===== src/rtl/core/frpc_skid.sv =====
// Two-entry output buffer that decouples the pipeline from downstream backpressure.
`timescale 1ns / 1ps
`default_nettype none
module frpc_skid #(
    parameter int W = 8
) (
    input  wire logic         i_clk,
    input  wire logic         i_rst_n,
    input  wire logic         i_push,
    input  wire logic [W-1:0] i_data,
    output logic              o_room,
    output logic              o_valid,
    input  wire logic         i_ready,
    output logic [W-1:0]      o_data
);

    logic [W-1:0] r_mem [2];
    logic         r_wr, r_rd;
    logic [1:0]   r_cnt, n_cnt;
    logic         w_pop;

    assign w_pop   = o_valid && i_ready;
    assign o_room  = (r_cnt != 2'd2);
    assign o_valid = (r_cnt != 2'd0);
    assign o_data  = r_mem[r_rd];
    assign n_cnt   = r_cnt + {1'b0, i_push} - {1'b0, w_pop};

    always_ff @(posedge i_clk) begin
        if (!i_rst_n) begin
            r_wr  <= 1'b0;
            r_rd  <= 1'b0;
            r_cnt <= 2'd0;
        end else begin
            if (i_push) r_wr <= ~r_wr;
            if (w_pop) r_rd <= ~r_rd;
            r_cnt <= n_cnt;
        end
    end

    always_ff @(posedge i_clk) begin
        if (i_push) begin
            r_mem[r_wr] <= i_data;
        end
    end

endmodule
`default_nettype wire


===== config.mk =====
export PLATFORM = sky130hd
export DESIGN_NAME = frpc_skid
export DESIGN_NICKNAME = d
export VERILOG_FILES = /design/src/rtl/core/frpc_skid.sv
export SDC_FILE = /design/constraint.sdc
export NUM_CORES = 1
export LEC_CHECK = 0
export BUFFER_PORTS_ARGS = -buffer_cell sky130_fd_sc_hd__buf_2
export CORE_MARGIN = 1
export CORE_UTILIZATION = 50
export CTS_BUF_LIST = sky130_fd_sc_hd__clkbuf_4 sky130_fd_sc_hd__clkbuf_8 sky130_fd_sc_hd__clkbuf_16
export CTS_CLUSTER_DIAMETER = 100
export DETAILED_ROUTE_END_ITERATION = 16
export PLACE_DENSITY = 0.85
export RECOVER_POWER = 50
export SLEW_MARGIN = 5
export SYNTH_ARGS = -nofsm -noshare
export SYNTH_HDL_FRONTEND = slang
export SYNTH_SLANG_ARGS = --single-unit

===== constraint.sdc =====
create_clock -name i_clk -period 2.3 [get_ports i_clk]
set_input_delay 0.115 -clock i_clk [delete_from_list [all_inputs] [get_ports i_clk]]
set_output_delay 0.115 -clock i_clk [all_outputs]
set_load 0.01 [all_outputs]

After elaboration in Yosys (flattened, before gate mapping)
Memories as Yosys holds them, arrays and structs flattened. A register that Yosys moved wholly into a read port is not among the register bits.
Index checks and enable logic that the tools add are counted.
- register bits: 4
- RAM bits: 16
- input port bits: 12
- output and inout port bits: 10
- word-level logic and storage cells: 15
- memories kept: 1
- add/subtract/negate cells: 2
- equality and inequality tests: 1
- muxes and demuxes: 4
- bitwise logic cells: 2
- reductions and logical operators: 2
- memory list (name ; words ; bits a word ; rd ports ; clocked after Yosys merged registers in ; wr ports ; RTL line ; text):
    r_mem ; 2 ; 8 ; 1 ; 1 ; 1 ; 17 ; logic [W-1:0] r_mem [2];
- operator list (cell ; count):
    two-way mux 1 bit ; 4
    adder 2 x 1 -> 2 bit ; 1
    != test 2 bit, second input constant ; 1
    NOT 1 bit ; 2
    nonzero test 2 bit ; 1
    subtractor 2 x 1 -> 2 bit ; 1
    logical AND 1 bit ; 1

Logic depth before layout (Yosys ltp)
Gate-level depths: netlist (run 1).
- word-level depth: 4
- gate-level depth with buffers: 6

Least setup slack after synthesis (run 1)
Ideal clock, no wire load.
- path type: register to register
- from: reg r_cnt[1]
- to: reg r_cnt[1]
- setup time: 0.114 ns
- arrival time: 1.255 ns
- required time: 2.186 ns
- path slack: 0.931 ns
- stages on the path, launching flop included: 7
- clock period less this slack: 1.369 ns
- cell sequence: dfxtp_1 -> o21a_2 -> ha_1 -> inv_1 -> ha_1 -> xnor3_1 -> nor2b_2
- cells in the longest elaborated chain, start to end: 3
- RTL lines (item ; RTL line ; text):
    start: declaration ; 19 ; logic [1:0] r_cnt, n_cnt;
    start signal: assignment ; 36 ; r_cnt <= n_cnt;
    nonzero test 2 bit ; 24 ; assign o_valid = (r_cnt != 2'd0);
    logical AND 1 bit ; 22 ; assign w_pop = o_valid && i_ready;
    via w_pop ; 20 ; logic w_pop;
    subtractor 2 x 1 -> 2 bit ; 26 ; assign n_cnt = r_cnt + {1'b0, i_push} - {1'b0, w_pop};
The timed path passes the listed nets, and every way through them passes these cells.
A chain may end at the register's enable or synchronous reset.

Worst setup path in the final report (run 1)
Same ends and word-level chain as after synthesis.

==> results.tsv, run 1 <==
stage	metric	value	unit
status	outcome	finished clean	
layout	area_growth_syn_to_layout	26.1	%
layout	layout_commonest_cell	buf_2	
logic_synthesis	ys_ff_latch	21	
logic_synthesis	yosysTopAreaCell	edfxtp_1	
global_routing	grt.total_usage	0.153	
detailed_routing	ant_nets	0	
placed_design	place.gp.congestion	0.670	
power	p_per_area	916	nW/um^2
detailed_routing	wl_per_cell	12.5	um
detailed_routing	routed_via_density	4.94	
worst_setup_path	path_class	reg -> reg	
detailed_routing	routed.top_layer	met4	
detailed_routing	drt-initial-drc-count	3	
worst_setup_path	rrSetupSlack	0.81	ns
worst_setup_path	crit_top_cell	ha_1	
floorplan	initial_utilization	0.539	
sta	timing.final.crit_period	1.49	ns
sta	clock_skew	0.00466	ns
sta	whs	0.0493	ns
worst_setup_path	arrival	1.74	ns
clocking	postCtsHoldBufs	5	
clocking	clock_latency	0.30	ns
sta	hold_viol	0	
detailed_routing	drc	0	
floorplan	ios	22	
detailed_routing	wl_met1	500	um
detailed_routing	vias	469	
logic_synthesis	synth_cells	48	
worst_setup_path	cp_num_buf_inv	1	
global_routing	grt_pass1_vias	437	
worst_setup_path	critical_path.max_fanout	4	
layout	final_net_count	94	
placed_design	port_buffers	21	
floorplan	die_y	42.5	um
logic_synthesis	synth.area.top_cells	edfxtp_1 59%, dfxtp_1 12%, mux2_2 11%	
min_path	whs_path_depth	1	
layout	num_antenna_cells	0	
detailed_routing	finalWirelength	1180	um
clocking	cts_resized	0	
layout	utilization	0.679	
clocking	clock_sinks	21	
logic_synthesis	avgSynthCellArea	17.1	um^2
worst_setup_path	critical_path_depth	6	
sta	max_slew_margin	0.485	
worst_setup_path	rr_worst_depth	6	
layout	layout_common_cells	17 x buf_2, 16 x edfxtp_1, 8 x mux2_2	
worst_setup_path	path_cells	o21a_1 -> ha_1 -> inv_1 -> ha_1 -> xnor3_1 -> nor2b_2	
global_routing	grt_antenna_before_repair	0	
worst_setup_path	r2r-start	r_cnt[1]$_SDFF_PN0_	
sta	worstMarginPinSlew	0.772	ns
clocking	cts_made_buffers	3	
sta	rsz0062_at_grt	no	
sta	period_share	0.648	
global_routing	gr-total-overflow	0	
power	p_leak	0.412	nW
clocking	clk_path_buf_depth	2	
detailed_routing	routed-wl-met3	47	um
min_path	holdPathEnd	r_mem[0][3]$_DFFE_PP_	
sta	report.final.slew_viol_count	0	
worst_setup_path	startpoint_type	flip-flop	
logic_synthesis	syn_nets	62	
logic_synthesis	ys_types	16	
logic_synthesis	netlist_area	821	um^2
clocking	ctsHtreeMaxLevel	1	
clocking	postCtsSetupBuffers	0	
logic_synthesis	yosysWarningCount	0	
clocking	path_clk_slew	0.10	ns
global_routing	grt_pass1_wl	1820	um
floorplan	die_w	42.5	um
worst_setup_path	crit_path_end_kind	flip-flop	
sta	fmax	671	MHz
logic_synthesis	synth_top_cell_area_share	0.585	
clocking	cts_root_buf	clkbuf_4	
detailed_routing	met2_length	596	um
worst_setup_path	critPathMaxStageDelay	0.36	ns
layout	drive_above_1_share	0.392	
min_path	min_path_type	in -> reg	
sta	tns	0	ns
min_path	hold_path_startpoint	i_data[3]	
worst_setup_path	cp_slowest_cell	dfxtp_1	
power	total_power	0.000948	W
flow_run	max-cap-violations	0	
power	ir_drop	0.536	mV
worst_setup_path	worstPathRequired	2.55	ns
floorplan	rows	14	
detailed_routing	drtPass1Iterations	2	
floorplan	dieArea	1810	um^2
floorplan	core_area	1520	um^2
worst_setup_path	r2r_end	r_cnt[1]$_SDFF_PN0_	
clocking	tritoncts	done	
sta	setup_viol	0	
worst_setup_path	crit_family	adder cells	
global_routing	grt_max_degree	12	
logic_synthesis	yosysSeqAreaShare	0.707	
## per-layer routing
layer | up-vias | global-route usage
li1 | 237 | -
met1 | 213 | 0.135
met2 | 14 | 0.271
met3 | 5 | 0.0647
met4 | 0 | 0.113
met5 | - | 0
## report_power, final
| group | switching, W | internal [W] | leakage, nW |
|---|---|---|---|
| clock network | 0.0000996 | 0.0000794 | 0.0184 |
| logic | 0.000116 | 0.000163 | 0.202 |
| registers | 0.0000362 | 0.000454 | 0.192 |
| total | 0.000252 | 0.000697 | 0.412 |
## registers in the layout, summed over array words and instances (netlist names), named ones only
name / flops
r_rd: 1
r_mem: 16
r_wr: 1
r_cnt: 2
## how the worst max path moves through the flow
| stage | startpoint | endpoint | slack, ns |
|---|---|---|---|
| finish | r_cnt[1]$_SDFF_PN0_ | r_cnt[1]$_SDFF_PN0_ | 0.81 |
| global route | r_cnt[1]$_SDFF_PN0_ | r_cnt[1]$_SDFF_PN0_ | 0.73 |
| CTS | r_cnt[1]$_SDFF_PN0_ | r_cnt[1]$_SDFF_PN0_ | 0.81 |
| detailed placement | r_cnt[1]$_SDFF_PN0_ | r_cnt[1]$_SDFF_PN0_ | 0.84 |
| global placement | r_cnt[1]$_SDFF_PN0_ | r_cnt[1]$_SDFF_PN0_ | 0.92 |
| floorplan | r_cnt[1]$_SDFF_PN0_ | r_cnt[1]$_SDFF_PN0_ | 0.93 |
## synthesized netlist by cell type
library cell,number
or2_2,1
inv_1,2
xnor3_1,1
o21a_2,1
dfxtp_1,5
nor2b_2,1
buf_2,1
o21a_1,1
nand2b_1,1
mux2i_1,2
ha_1,2
and2_1,2
nand2_1,2
nor2b_1,2
edfxtp_1,16
mux2_2,8
## logic make-up after synthesis
group                      Yosys count  share of synthesized area
AOI/OAI and AO/OA                    2                     0.0198
and+or+nand+nor                      9                     0.0656
xor gates and xnor gates             1                     0.0274
DFF                                 21                      0.707
muxes                               10                      0.134
adders and majority gates            2                     0.0305
buffers and inverters                3                     0.0152
## area by class of cell
class | count | area, um^2
flip-flops and latches | 21 | 581
fillers | 117 | 489
multi-input cells | 24 | 226
repair buffers | 28 | 170
clock buffers | 4 | 30.0
well taps | 16 | 20.0
inverters | 2 | 7.51
## through the flow
stage / std cells / setup slack, ns / cell area [um^2]
6_report: 95 / 0.809 / 1030
5_1_grt: 95 / 0.726 / 1030
4_1_cts: 93 / 0.808 / 1020
3_5_place_dp: 84 / 0.837 / 941
3_3_place_gp: 84 / 0.917 / 941
2_1_floorplan: 48 / 0.931 / 821
No activity file was read; power rests on OpenSTA's default activity.
==> run 2: changes to the inputs <==
--- a/config.mk
+++ b/config.mk
@@ -7,11 +7,11 @@
 export LEC_CHECK = 0
 export BUFFER_PORTS_ARGS = -buffer_cell sky130_fd_sc_hd__buf_2
 export CORE_MARGIN = 1
-export CORE_UTILIZATION = 50
+export CORE_UTILIZATION = 49
 export CTS_BUF_LIST = sky130_fd_sc_hd__clkbuf_4 sky130_fd_sc_hd__clkbuf_8 sky130_fd_sc_hd__clkbuf_16
 export CTS_CLUSTER_DIAMETER = 100
 export DETAILED_ROUTE_END_ITERATION = 16
-export PLACE_DENSITY = 0.85
+export PLACE_DENSITY = 0.84
 export RECOVER_POWER = 50
 export SLEW_MARGIN = 5
 export SYNTH_ARGS = -nofsm -noshare
==> constraint.sdc (replaced) <==
create_clock -name i_clk -period 1.46 [get_ports i_clk]
set_input_delay 0.073 -clock i_clk [delete_from_list [all_inputs] [get_ports i_clk]]
set_output_delay 0.073 -clock i_clk [all_outputs]
set_load 0.01 [all_outputs]
==> run 2 against run 1 <==
Final cell count up 4.2%. Flip-flop and latch count unchanged. Sequential power up 59%. Critical path depth unchanged. Fmax up 7.8%. Power up 67%. First-iteration DRC count rose to 3.0 times the previous value. Count of clock-buffer cells in the layout unchanged. Sequential share of layout area down 2.5 points. Setup slack worse by 0.73 ns. Non-clock buffer count up 4. Hold slack worse by 0.0057 ns.
==> results.tsv, run 2 (synthesis gave the netlist of run 1 again) <==
stage	metric	value	unit	change
worst_setup_path	crit_path_end_kind	flip-flop		unchanged
floorplan	ios	22		unchanged
worst_setup_path	startpoint_type	flip-flop		unchanged
floorplan	dieArea	1840	um^2	was 1810 um^2
floorplan	die_y	42.9	um	was 42.5 um
power	ir_drop	0.730	mV	was 0.536 mV
worst_setup_path	cp_slowest_cell	dfxtp_1		unchanged
layout	regMostFlops	r_mem		unchanged
layout	layout_commonest_cell	buf_2		unchanged
status	outcome	finished clean		unchanged
sta	max_slew_margin	0.675		was 0.485
placed_design	post-place-ws	0.0253	ns	was 0.837 ns
detailed_routing	drc	0		unchanged
layout	regArea	583	um^2	was 581 um^2
flow_run	max-cap-violations	0		unchanged
worst_setup_path	r2r-start	r_cnt[0]$_SDFF_PN0_		was r_cnt[1]$_SDFF_PN0_
clocking	path_clk_slew	0.11	ns	was 0.10 ns
clocking	clock_sinks	21		unchanged
layout	stdcell_area	1090	um^2	was 1030 um^2
layout	top_regs	r_mem (16), r_cnt (2)		unchanged
sta	tns	0	ns	unchanged
worst_setup_path	crit_start	r_cnt[0]$_SDFF_PN0_		was r_cnt[1]$_SDFF_PN0_
global_routing	grt_antenna_before_repair	0		unchanged
sta	timing.final.crit_period	1.38	ns	was 1.49 ns
detailed_routing	drt-initial-drc-count	9		was 3
detailed_routing	routed-wl-met3	49	um	was 47 um
min_path	hold_path_startpoint	i_rst_n		was i_data[3]
worst_setup_path	path_cells	o21a_4 -> ha_4 -> inv_1 -> ha_2 -> xnor3_1 -> nor2b_2		was o21a_1 -> ha_1 -> inv_1 -> ha_1 -> xnor3_1 -> nor2b_2
layout	final_net_count	98		was 94
min_path	min_path_type	in -> reg		unchanged
sta	period_share	0.947		was 0.648
clocking	clock_latency	0.29	ns	was 0.30 ns
global_routing	grt.total_usage	0.166		was 0.153
layout	fillers	108		was 117
global_routing	grt_pass1_wl	2020	um	was 1820 um
power	p_per_area	1450	nW/um^2	was 916 nW/um^2
layout	utilization	0.706		was 0.679
sta	rsz0062_at_grt	no		unchanged
global_routing	grt_max_degree	12		unchanged
placed_design	place_area	948	um^2	was 941 um^2
layout	area_growth_syn_to_layout	32.6	%	was 26.1%
detailed_routing	wl_per_cell	13.6	um	was 12.5 um
clocking	tritoncts	done		unchanged
floorplan	rows	14		unchanged
detailed_routing	routed.top_layer	met4		unchanged
placed_design	hpwl	892	um	
placed_design	port_buffers	21		unchanged
layout	layout_common_cells	17 x buf_2, 16 x edfxtp_1, 8 x mux2_2, 8 x dlygate4sd3_1		was 17 x buf_2, 16 x edfxtp_1, 8 x mux2_2
layout	num_antenna_cells	0		unchanged
sta	clock_skew	0.00126	ns	was 0.00466 ns
clocking	cts_made_buffers	3		unchanged
worst_setup_path	critPathMaxStageDelay	0.35	ns	was 0.36 ns
sta	report.final.slew_viol_count	0		unchanged
detailed_routing	ant_nets	0		unchanged
global_routing	gr-total-overflow	0		unchanged
worst_setup_path	arrival	1.62	ns	was 1.74 ns
power	p_leak	0.428	nW	was 0.412 nW
detailed_routing	wl_met1	531	um	was 500 um
detailed_routing	met2_length	742	um	was 596 um
worst_setup_path	critical_path.max_fanout	3		was 4
clocking	ctsHtreeMaxLevel	1		unchanged
layout	multiInputGateArea	249	um^2	was 226 um^2
floorplan	core_area	1540	um^2	was 1520 um^2
detailed_routing	vias	498		was 469
sta	setup_viol	0		unchanged
sta	hold_viol	0		unchanged
floorplan	die_w	42.9	um	was 42.5 um
detailed_routing	routed_via_density	5.03		was 4.94
global_routing	grt_pass1_vias	486		was 437
placed_design	place.gp.congestion	0.665		was 0.670
clocking	cts_root_buf	clkbuf_4		unchanged
clocking	clk_path_buf_depth	2		unchanged
sta	fmax	723	MHz	was 671 MHz
worst_setup_path	path_class	reg -> reg		unchanged
sta	setup_ws	0.0775	ns	was 0.809 ns
layout	largest_reg_flops	16		unchanged
floorplan	initial_utilization	0.532		was 0.539
detailed_routing	finalWirelength	1350	um	was 1180 um
detailed_routing	drtPass1Iterations	2		unchanged
layout	drive_above_1_share	0.458		was 0.392
worst_setup_path	worstPathRequired	1.70	ns	was 2.55 ns
sta	worstMarginPinSlew	0.488	ns	was 0.772 ns
[run 2: timing repair]
item,in CTS,in global routing
endpoints found under the hold margin,16,0
hold buffers,8,0
pin swaps,0,1
endpoints found under the setup margin,1,9
setup buffers,0,2
resized for setup,1,5
[run 2: metrics by stage]
stage               power (W)  hold WS [ns]  instances
finish                0.00158        0.0436         99
global route          0.00167        0.0251         99
CTS                   0.00152        0.0390         97
detailed placement    0.00122         0.264         85
global placement      0.00120         0.260         85
floorplan             0.00109         0.172         48
[run 2: final timing paths]
check	endpoint	slack [ns]	cells after the start
setup / recovery	r_cnt[1]$_SDFF_PN0_	0.08	6
hold / removal	r_wr$_SDFFE_PN0P_	0.04	2
setup reg to reg	r_cnt[1]$_SDFF_PN0_	0.08	6
hold reg to reg	flip-flop	0.51	2
[run 2: power breakdown]
group | internal [W] | total, W | switching (W)
Clock | 0.000125 | 0.000287 | 0.000162
Sequential | 0.000720 | 0.000778 | 0.0000574
Combinational | 0.000310 | 0.000519 | 0.000209
[run 2: worst max-delay path: cells and delay by family, from the launching register on]
family                   cells  cell delay (ns)
adder cells (fa/ha/maj)      2             0.41
flip-flops                   1             0.35
AND/OR/NAND/NOR              1             0.10
XOR/XNOR                     1             0.19
AO/OA/AOI/OAI                1             0.24
buffers and inverters        1             0.04
[run 2: layer usage]
layer  up-vias  global-route usage
met3         2              0.0638
met5         -                   0
met2        11               0.294
met1       241               0.153
li1        244                   -
met4         0               0.113
[run 2: cell type report]
type / instances / share of cell area
Clock buffer: 4 / 0.0276
Multi-Input combinational cell: 24 / 0.229
Inverter: 2 / 0.00690
Sequential cell: 21 / 0.536
Tap cell: 16 / 0.0184
Timing Repair Buffer: 32 / 0.183
==> run 3: changes to the inputs <==
--- a/config.mk
+++ b/config.mk
@@ -5,11 +5,13 @@
 export SDC_FILE = /design/constraint.sdc
 export NUM_CORES = 1
 export LEC_CHECK = 0
+export ABC_AREA = 1
 export BUFFER_PORTS_ARGS = -buffer_cell sky130_fd_sc_hd__buf_2
 export CORE_MARGIN = 1
 export CORE_UTILIZATION = 49
 export CTS_BUF_LIST = sky130_fd_sc_hd__clkbuf_4 sky130_fd_sc_hd__clkbuf_8 sky130_fd_sc_hd__clkbuf_16
 export CTS_CLUSTER_DIAMETER = 100
+export CTS_CLUSTER_SIZE = 28
 export DETAILED_ROUTE_END_ITERATION = 16
 export PLACE_DENSITY = 0.84
 export RECOVER_POWER = 50
==> constraint.sdc (replaced) <==
create_clock -name i_clk -period 1.46 [get_ports i_clk]
set_input_delay 0.073 -clock i_clk [delete_from_list [all_inputs] [get_ports i_clk]]
set_output_delay 0.073 -clock i_clk [all_outputs]
set_load 0.005 [all_outputs]
==> run 3 against run 2 <==
The run now ends with design-rule violations left. Flip-flop and latch count unchanged. Utilization grew 2.7 points. Setup slack got worse by 0.025 ns. Via count increased by 10%. Clock skew is essentially flat.
==> results.tsv, run 3 <==
stage	metric	value	unit	change
logic_synthesis	synth_cells	61		was 48
layout	stdcell_area	1140	um^2	was 1090 um^2
global_routing	grt_antenna_before_repair	0		unchanged
worst_setup_path	crit_family	simple AND/OR/NAND/NOR gates		was adder cells
worst_setup_path	critical_path.max_fanout	2		was 3
detailed_routing	drtPass1Iterations	10		was 2
placed_design	port_buffers	21		unchanged
placed_design	post-place-ws	0.0483	ns	was 0.0253 ns
detailed_routing	drt-initial-drc-count	7		was 9
layout	num_antenna_cells	0		unchanged
logic_synthesis	yosysSeqAreaShare	0.681		was 0.707
power	p_per_area	1430	nW/um^2	was 1450 nW/um^2
sta	fmax	711	MHz	was 723 MHz
sta	period_share	0.964		was 0.947
logic_synthesis	yosysTopAreaCell	edfxtp_1		unchanged
layout	area_growth_syn_to_layout	34.1	%	was 32.6%
sta	report.final.slew_viol_count	0		unchanged
power	p_leak	0.484	nW	was 0.428 nW
sta	setup_viol	0		unchanged
clocking	clock_latency	0.29	ns	about the same
sta	timing.final.crit_period	1.41	ns	was 1.38 ns
layout	drive_above_1_share	0.427		was 0.458
layout	largest_reg_flops	16		unchanged
worst_setup_path	arrival	1.64	ns	was 1.62 ns
logic_synthesis	synth_flop_cell	edfxtp_1		unchanged
worst_setup_path	critPathMaxStageDelay	0.35	ns	about the same
logic_synthesis	ys_types	11		was 16
floorplan	dieArea	1910	um^2	was 1840 um^2
status	violations	design-rule violations		
logic_synthesis	synth_top_cell_area_share	0.564		was 0.585
floorplan	rows	14		unchanged
detailed_routing	routed_via_density	4.91		was 5.03
worst_setup_path	startpoint_type	flip-flop		unchanged
placed_design	place.gp.congestion	0.788		was 0.665
floorplan	ios	22		unchanged
layout	top_regs	r_mem (16), r_cnt (2)		unchanged
placed_design	place_area	973	um^2	was 948 um^2
logic_synthesis	yosysWarningCount	0		unchanged
detailed_routing	wl_per_cell	12.9	um	was 13.6 um
logic_synthesis	netlist_area	852	um^2	was 821 um^2
worst_setup_path	cp_slowest_cell	dfxtp_2		was dfxtp_1
global_routing	grt_pass1_vias	543		was 486
global_routing	grt.total_usage	0.184		was 0.166
sta	clock_skew	0.00111	ns	was 0.00126 ns
detailed_routing	vias	550		was 498
sta	hold_viol	0		unchanged
detailed_routing	ant_nets	0		unchanged
sta	max_slew_margin	0.706		was 0.675
floorplan	die_w	43.7	um	was 42.9 um
power	ir_drop	0.886	mV	was 0.730 mV
logic_synthesis	ys_ff_latch	21		unchanged
worst_setup_path	path_class	reg -> reg		unchanged
worst_setup_path	worstPathRequired	1.69	ns	was 1.70 ns
worst_setup_path	cp_num_buf_inv	2		was 1
logic_synthesis	post-synth-top-count-cell	edfxtp_1		unchanged
clocking	cts_made_buffers	3		unchanged
worst_setup_path	path_cells	nor2_4 -> nor2_4 -> ha_4 -> inv_1 -> ha_2 -> inv_1 -> nand2_2 -> nand3_2 -> nand2_2 -> nor2_2		was o21a_4 -> ha_4 -> inv_1 -> ha_2 -> xnor3_1 -> nor2b_2
global_routing	gr-total-overflow	0		unchanged
floorplan	die_y	43.7	um	was 42.9 um
layout	regMostFlops	r_mem		unchanged
global_routing	grt_max_degree	12		unchanged
clocking	path_clk_slew	0.11	ns	about the same
sta	worstMarginPinSlew	0.441	ns	was 0.488 ns
layout	utilization	0.733		was 0.706
clocking	cts_root_buf	clkbuf_4		unchanged
worst_setup_path	crit_path_end_kind	flip-flop		unchanged
detailed_routing	drc	2		was 0
flow_run	max-cap-violations	0		unchanged
clocking	clk_path_buf_depth	2		unchanged
logic_synthesis	synth_commonest_cells	16 x edfxtp_1, 9 x nand2_1, 8 x inv_1, 8 x mux2_4, 8 x nor2_1		was 16 x edfxtp_1, 8 x mux2_2, 5 x dfxtp_1
status	outcome	complete, but fails checks		was finished clean
clocking	tritoncts	done		unchanged
sta	tns	0	ns	unchanged
global_routing	grt_pass1_wl	2390	um	was 2020 um
clocking	ctsHtreeMaxLevel	1		unchanged
clocking	clock_sinks	21		unchanged
layout	layout_commonest_cell	edfxtp_1		was buf_2
placed_design	hpwl	933	um	was 892 um
logic_synthesis	synth_edf_count	16		unchanged
layout	final_net_count	111		was 98
sta	whs	0.0551	ns	was 0.0436 ns
detailed_routing	finalWirelength	1450	um	was 1350 um
min_path	min_path_type	in -> reg		unchanged
logic_synthesis	avgSynthCellArea	14.0	um^2	was 17.1 um^2
logic_synthesis	syn_nets	75		was 62
logic_synthesis	async_reset_ff_frac	0		unchanged
logic_synthesis	synth.area.top_cells	edfxtp_1 56%, mux2_4 14%, dfxtp_1 12%		was edfxtp_1 59%, dfxtp_1 12%, mux2_2 11%
layout	layout_common_cells	16 x edfxtp_1, 15 x buf_2, 9 x dlygate4sd3_1		was 17 x buf_2, 16 x edfxtp_1, 8 x mux2_2, 8 x dlygate4sd3_1
floorplan	core_area	1560	um^2	was 1540 um^2
sta	setup_ws	0.0529	ns	was 0.0775 ns
floorplan	initial_utilization	0.547		was 0.532
[run 3: changes by cell type in the layout (fill, tap and decap cells not counted), moves of 2 or more]
| cell | before | now |
|---|---|---|
| mux2_2 | 8 | 0 |
| mux2i_1 | 2 | 0 |
| nand2_2 | 0 | 3 |
| nor2_4 | 0 | 2 |
| nor2_1 | 0 | 6 |
| buf_2 | 17 | 15 |
| mux2_4 | 0 | 8 |
| nor2b_1 | 2 | 0 |
| nand2_1 | 2 | 6 |
| inv_1 | 2 | 8 |
| and2_1 | 2 | 0 |
[run 3: per-stage QoR]
stage	cells	power, W
2_1_floorplan	61	0.00107
3_3_place_gp	98	0.00117
3_5_place_dp	98	0.00119
4_1_cts	111	0.00150
5_1_grt	112	0.00175
6_report	112	0.00163
[run 3: area by class of cell]
type | count | area, um^2
Timing Repair Buffer | 32 | 199
Sequential cell | 21 | 587
Clock buffer | 4 | 30.0
Multi-Input combinational cell | 31 | 277
Inverter | 8 | 30.0
Tap cell | 16 | 20.0
Fill cell | 117 | 417
[run 3: routing by layer]
| metal | GRT usage | vias up | wire length, um |
|---|---|---|---|
| li1 | - | 274 | - |
| met1 | 0.218 | 252 | 622 |
| met2 | 0.296 | 18 | 711 |
| met3 | 0.0542 | 6 | 73 |
| met4 | 0.113 | 0 | 40 |
| met5 | 0 | - | 0 |
[run 3: report_power, final]
part | internal [W] | total [W] | leakage [nW] | switching, W
combinational | 0.000293 | 0.000540 | 0.273 | 0.000247
sequential | 0.000727 | 0.000806 | 0.193 | 0.0000787
clock | 0.000125 | 0.000287 | 0.0184 | 0.000162
[run 3: what timing repair did]
item | CTS | global route
buffers inserted | 0 | 1
pin swaps | 0 | 4
hold buffers | 9 | 0
endpoints found under the hold margin | 17 | 0
resized for setup | 1 | 14
setup endpoints to repair | 8 | 1
[run 3: path summary, 6_finish.rpt]
| path | startpoint | endpoint | slack [ns] | cells past startpoint |
|---|---|---|---|---|
| worst min-delay path | i_push | r_wr$_SDFFE_PN0P_ | 0.06 | 3 |
| worst max register to register | r_cnt[0]$_SDFF_PN0_ | r_cnt[1]$_SDFF_PN0_ | 0.05 | 10 |
| worst min register to register | r_wr$_SDFFE_PN0P_ | r_wr$_SDFFE_PN0P_ | 0.51 | 2 |
| worst max-delay path | r_cnt[0]$_SDFF_PN0_ | r_cnt[1]$_SDFF_PN0_ | 0.05 | 10 |
[run 3: worst min-delay path, delay by kind of cell]
family,cells,cell delay [ns]
simple gates,2,0.13
buf+inv,1,0.12
[run 3: cells by family (layout without fill, tap and decap cells)]
group	count (synthesis)	in the layout	synth area share
flip-flops	21	21	0.681
multiplexers	8	8	0.141
adder cells (fa/ha/maj)	2	2	0.0294
AO/OA/AOI/OAI	1	1	0.00587
buffers and inverters	9	44	0.0485
AND/OR/NAND/NOR	20	20	0.0940
